==> config.mk <==
export PLATFORM = sky130hd
export DESIGN_NAME = stli_mul_div
export DESIGN_NICKNAME = d
export VERILOG_FILES = /design/src/sv/sorted_table_linear_interp_assert.svh /design/src/sv/stli_pkg.sv /design/src/sv/stli_mul_div.sv
export SDC_FILE = /design/constraint.sdc
export NUM_CORES = 2
export LEC_CHECK = 0
export BUFFER_PORTS_ARGS = -buffer_cell sky130_fd_sc_hd__buf_2
export CORE_AREA = 2 2 346 348
export CTS_CLUSTER_DIAMETER = 50
export DETAILED_ROUTE_END_ITERATION = 6
export DIE_AREA = 0 0 348 350
export GPL_TIMING_DRIVEN = 0
export HOLD_SLACK_MARGIN = 0.05
export MAX_ROUTING_LAYER = met4
export PLACE_DENSITY = 0.6
export SLEW_MARGIN = 30
export SYNTH_ARGS = -nofsm -noshare
export SYNTH_HDL_FRONTEND = slang
export SYNTH_SLANG_ARGS = --single-unit
==> constraint.sdc <==
create_clock -name clk -period 7.9 [get_ports clk]
set_input_delay 0.79 -clock clk [delete_from_list [all_inputs] [get_ports clk]]
set_output_delay 0.79 -clock clk [all_outputs]
set_load 0.01 [all_outputs]
==> src/sv/sorted_table_linear_interp_assert.svh <==
// Assertion macros for the sorted table interpolator.
// Each macro expects clk and rst_n to be visible at the point of use.
`ifndef SORTED_TABLE_LINEAR_INTERP_ASSERT_SVH
`define SORTED_TABLE_LINEAR_INTERP_ASSERT_SVH

// Same-cycle implication, disabled during reset.
`define STLI_ASSERT_IMP(label, ante, cons) \
    label: assert property (@(posedge clk) disable iff (!rst_n) (ante) |-> (cons)) \
        else $error("same-cycle check failed");

// Next-cycle implication, disabled during reset.
`define STLI_ASSERT_NXT(label, ante, cons) \
    label: assert property (@(posedge clk) disable iff (!rst_n) (ante) |=> (cons)) \
        else $error("next-cycle check failed");

`endif

==> src/sv/stli_pkg.sv <==
// Shared types and constants for the sorted table interpolator.
// No dependencies; used by stli_mul_div and sorted_table_linear_interp.
`timescale 1ns / 1ps

package stli_pkg;

    localparam int TABLE_DEPTH_DEF = 64;
    localparam int DATA_W          = 32;
    localparam int PROD_W          = 2 * DATA_W;
    localparam int MAG_W           = 35;
    localparam int STEP_W          = $clog2(PROD_W);

    localparam logic [1:0] MODE_INSERT = 2'd0;
    localparam logic [1:0] MODE_DELETE = 2'd1;
    localparam logic [1:0] MODE_INTERP = 2'd2;
    localparam logic [1:0] MODE_NONE   = 2'd3;

    localparam logic [2:0] ST_OK     = 3'd0;
    localparam logic [2:0] ST_DUP    = 3'd1;
    localparam logic [2:0] ST_FULL   = 3'd2;
    localparam logic [2:0] ST_ABSENT = 3'd3;
    localparam logic [2:0] ST_FEW    = 3'd4;

    typedef enum logic [3:0] {
        S_IDLE,
        S_SCAN_RD,
        S_SCAN_CMP,
        S_DISPATCH,
        S_SHIFT_RD,
        S_SHIFT_WR,
        S_PLACE,
        S_FETCH_LO,
        S_FETCH_HI,
        S_FETCH_END,
        S_DIFF,
        S_DIV_GO,
        S_DIV_WAIT,
        S_SUM
    } stli_state_t;

    typedef enum logic [1:0] {
        DIV_IDLE,
        DIV_MUL,
        DIV_STEP
    } div_state_t;

    typedef struct packed {
        logic              start;
        logic [DATA_W-1:0] mult_a;
        logic [DATA_W-1:0] mult_b;
        logic [DATA_W-1:0] divisor;
    } div_req_t;

    typedef struct packed {
        logic             done;
        logic [MAG_W-1:0] quot;
    } div_rsp_t;

endpackage

==> src/sv/stli_mul_div.sv <==
// Multiply then divide unit: floor(a*b/d), clamped to 2^34.
// A multiply step, then 64 restoring division steps. Depends on stli_pkg.
`timescale 1ns / 1ps

module stli_mul_div
    import stli_pkg::*;
(
    input  logic     clk,
    input  logic     rst_n,
    input  div_req_t req,
    output div_rsp_t rsp
);

    div_state_t          state_reg, state_next;
    logic [DATA_W-1:0]   a_reg, a_next;
    logic [DATA_W-1:0]   b_reg, b_next;
    logic [DATA_W-1:0]   d_reg, d_next;
    logic [PROD_W-1:0]   work_reg, work_next;
    logic [DATA_W-1:0]   rem_reg, rem_next;
    logic [STEP_W-1:0]   step_reg, step_next;
    logic                done_reg, done_next;
    logic [MAG_W-1:0]    quot_reg, quot_next;

    logic [DATA_W:0]     trial;
    logic [DATA_W:0]     trial_sub;
    logic                trial_ge;
    logic [PROD_W-1:0]   work_shift;

    assign trial      = {rem_reg, work_reg[PROD_W-1]};
    assign trial_sub  = trial - {1'b0, d_reg};
    assign trial_ge   = (trial >= {1'b0, d_reg});
    assign work_shift = {work_reg[PROD_W-2:0], trial_ge};

    always_comb
    begin
        state_next = state_reg;
        unique case (state_reg)
            DIV_IDLE:
            begin
                if (req.start)
                begin
                    state_next = DIV_MUL;
                end
            end
            DIV_MUL:
            begin
                state_next = DIV_STEP;
            end
            DIV_STEP:
            begin
                if (step_reg == STEP_W'(PROD_W - 1))
                begin
                    state_next = DIV_IDLE;
                end
            end
            default:
            begin
                state_next = DIV_IDLE;
            end
        endcase
    end

    always_comb
    begin
        a_next    = a_reg;
        b_next    = b_reg;
        d_next    = d_reg;
        work_next = work_reg;
        rem_next  = rem_reg;
        step_next = step_reg;
        done_next = 1'b0;
        quot_next = quot_reg;
        unique case (state_reg)
            DIV_IDLE:
            begin
                if (req.start)
                begin
                    a_next = req.mult_a;
                    b_next = req.mult_b;
                    d_next = req.divisor;
                end
            end
            DIV_MUL:
            begin
                work_next = a_reg * b_reg;
                rem_next  = '0;
                step_next = '0;
            end
            DIV_STEP:
            begin
                rem_next  = trial_ge ? trial_sub[DATA_W-1:0] : trial[DATA_W-1:0];
                work_next = work_shift;
                step_next = step_reg + 1'b1;
                if (step_reg == STEP_W'(PROD_W - 1))
                begin
                    done_next = 1'b1;
                    // clamp any quotient of 2^34 or more
                    if (|work_shift[PROD_W-1:MAG_W-1])
                    begin
                        quot_next = {1'b1, {(MAG_W-1){1'b0}}};
                    end
                    else
                    begin
                        quot_next = work_shift[MAG_W-1:0];
                    end
                end
            end
            default:
            begin
                done_next = 1'b0;
            end
        endcase
    end

    always_ff @(posedge clk or negedge rst_n)
    begin
        if (!rst_n)
        begin
            state_reg <= DIV_IDLE;
            step_reg  <= '0;
            done_reg  <= 1'b0;
        end
        else
        begin
            state_reg <= state_next;
            step_reg  <= step_next;
            done_reg  <= done_next;
        end
    end

    always_ff @(posedge clk)
    begin
        a_reg    <= a_next;
        b_reg    <= b_next;
        d_reg    <= d_next;
        work_reg <= work_next;
        rem_reg  <= rem_next;
        quot_reg <= quot_next;
    end

    assign rsp.done = done_reg;
    assign rsp.quot = quot_reg;

endmodule
==> impl_metrics.toml <==
[outcome]
outcome = "finished, final reports clean"

[yosys]
syn_area_um2 = 43500
yosys-top-cells-count = "inv_1 (899), fa_1 (897), and2_1 (627)"
syn_area_per_cell_um2 = 9.79
synth_fp_nets = 5741
synth_top_area_cell = "fa_1"
synth_area_leaders = "fa_1 (41%), edfxtp_1 (16%), and2_1 (9.0%)"
post-synth-top-count-cell = "inv_1"
yosysWarnings = 0
synthFlopType = "edfxtp_1"
synth.top_cell.area_share_pct = 41.3
netlist_instances = 4445
synth_edf_count = 227
seq_area_frac_synth_pct = 16.2
synth_cell_type_count = 66
yosys_register_bits = 236
async_flop_share_pct = 3.81

[grt]
grtUsageTotal_pct = 25.9
grt_pass1_vias = 34300
gr-total-overflow = 0
grt_start_max_net_pins = 50
grt_pass1_wl_mm = 222
antenna_found_initial = 18

[clocking]
clk-insertion-delay-late_ps = 630
clk_pin_slew_worst_paths_ps = 60
htreeDepth = 2
root_buffer = "clkbuf_16"
numCtsBuffers = 38
cts_sinks = 236
clk_path_buf_depth = 3
cts_tree = "built"

[timing]
hold_viol = 0
fin_crit_sh_pct = 98.8
slew_violations = 0
fmax_mhz = 128
fin_ws_ps = 93.1
hold_slack_ps = 341
skew_ps = 59.9
worst_slew_pin_slew_ps = 903
rsz0062_at_grt = "yes"
finalSetupViolCount = 0
min_period_ps = 7810
relSlewSlack_pct = 39.8

[worst_setup_path]
slowest_delay_ps = 560
critPathBufInv = 5
critPathTopFamily = "adder cells"
crit-reg2reg-launch = "b_reg[8]"
crit_path_end_kind = "register"
crit_required_ps = 8230
critPathLaunch = "b_reg[8]"
start_kind = "register"
crit_arrival_ps = 8140
cpMostUsedCell = "fa_1"
slowest_stage = "fa_1"
worstPathMaxFanout = 12
crit_type = "reg -> reg"
cp_cell_sequence = "buf_12, and2_1, fa_1, fa_1, inv_1, fa_2, fa_1, inv_1, fa_1, fa_1, fa_1, fa_1, ha_4, nand4_1, buf_4, a2111oi_4, buf_4, o2111ai_4, and2_4, o21a_4, o41ai_4, xnor2_1, o21ai_1"

[floorplan]
dieArea_um2 = 122000
rows = 126
fp.dieW_um = 348
start_util_pct = 36.9
fp.dieH_um = 350
io_pins = 135
fp.coreArea_um2 = 118000

[final_layout]
area_growth_syn_to_layout_pct = 15.6
fillers = 11500
nets = 6033
largest_register_ffs = 64
drive_above_1_share_pct = 14.2
stdcell_area_um2 = 50300

[route]
detail_route.wl_per_cell_um = 24.0
drc = 0
wl_mm = 151
viasPerCell = 5.16
num_vias = 32600
dr.pass1.iters = 6
drt_iter0_markers = 2546
postRouteAntennaNets = 0

[place]
placedInstanceArea_um2 = 46300
post-place-ws_ps = -1440
portBuffers = 134
dp_hpwl_mm = 123
gp_congestion = 1.03

[hold_path]
hp-class = "in -> reg"
min-delay-start = "req[55]"

[job]
maxCapViolCount = 0
placed cells by master, fill, tap and decap left out, drive strengths merged, types with 5 or more instances in the layout:
| cell type | n |
|---|---|
| edfxtp | 227 |
| ha | 300 |
| a211oi | 6 |
| clkbuf | 182 |
| and3 | 9 |
| mux2 | 10 |
| a21o | 53 |
| xor2 | 33 |
| or3 | 5 |
| o21ai | 107 |
| a21boi | 5 |
| diode | 14 |
| o31ai | 9 |
| nand3 | 38 |
| nand2b | 6 |
| mux2i | 21 |
| o21a | 10 |
| nand2 | 562 |
| clkinv | 13 |
| nor2 | 66 |
| and2 | 629 |
| xnor2 | 52 |
| nand4 | 25 |
| a2111oi | 6 |
| nor4 | 12 |
| a221oi | 6 |
| nor3 | 13 |
| a21oi | 99 |
| o21bai | 24 |
| fa | 897 |
| buf | 351 |
| dfrtp | 9 |
| nor2b | 14 |
| o211ai | 5 |
| inv | 909 |
worst reg2reg max path: stages, from the launching register on:
cell and delay (ps):
edfxtp_1 520, buf_12 230, and2_1 180, fa_1 520, fa_1 550, inv_1 90, fa_2 500, fa_1 510
inv_1 50, fa_1 560, fa_1 460, fa_1 520, fa_1 550, ha_4 390, nand4_1 130, buf_4 180
a2111oi_4 180, buf_4 220, o2111ai_4 170, and2_4 200, o21a_4 230, o41ai_4 300, xnor2_1 190, o21ai_1 80
worst paths after layout:
check	endpoint	slack [ps]	cells after the start
setup reg to reg	work_reg[61]	90	23
min in group asynchronous	step_reg[4]	570	2
max in group asynchronous	state_reg[1]	7070	2
hold / removal	b_reg[23]	340	1
setup / recovery	work_reg[61]	90	23
hold reg to reg	state_reg[0]	550	1
metal layers:
layer	GRT usage, %	share of wire, %	vias up
met5	-	0	-
met4	14.8	7.2	0
met3	4.11	7.5	361
met2	40.3	46	1306
met1	32.2	39	16800
li1	-	-	14100
cell type report:
cell class	count	area (um^2)	share of cell area [%]
antenna	14	35.0	0.0696
buffer	221	1780	3.53
clock buffer	39	955	1.90
clock inverter	28	318	0.632
inverter	900	3380	6.72
multi-input combinational	3066	33000	65.5
sequential	236	7040	14.0
tap	1536	1920	3.82
timing repair buffer	274	1930	3.83
cells by family after synthesis:
kind of cell	synth area share, %
adder cells (fa/ha/maj)	49.9
XOR/XNOR	1.71
AND/OR/NAND/NOR	16.2
multiplexers	0.742
AO/OA/AOI/OAI	5.31
flip-flops	16.2
buffers and inverters	9.90
timing repair:
| action | CTS | global route |
|---|---|---|
| endpoints found under the hold margin | 4 | 0 |
| cloned | 1 | 1 |
| setup buffers | 57 | 71 |
| hold buffers | 1 | 0 |
| setup endpoints to repair | 41 | 27 |
| pin swaps | 28 | 115 |
| resized for setup | 408 | 244 |
metrics by stage:
step / cells / TNS, ps / util (%)
floorplan: 4445 / 0 / -
global placement: 6115 / -54940 / 39.1
detailed placement: 6124 / -35040 / 39.3
CTS: 6238 / -7.88 / 41.8
global route: 6304 / -701 / 42.7
finish: 6314 / 0 / 42.7
Power is left out: the tool's default activity adds up to more than one toggle a clock period on the data nets, which glitch-free logic cannot reach.
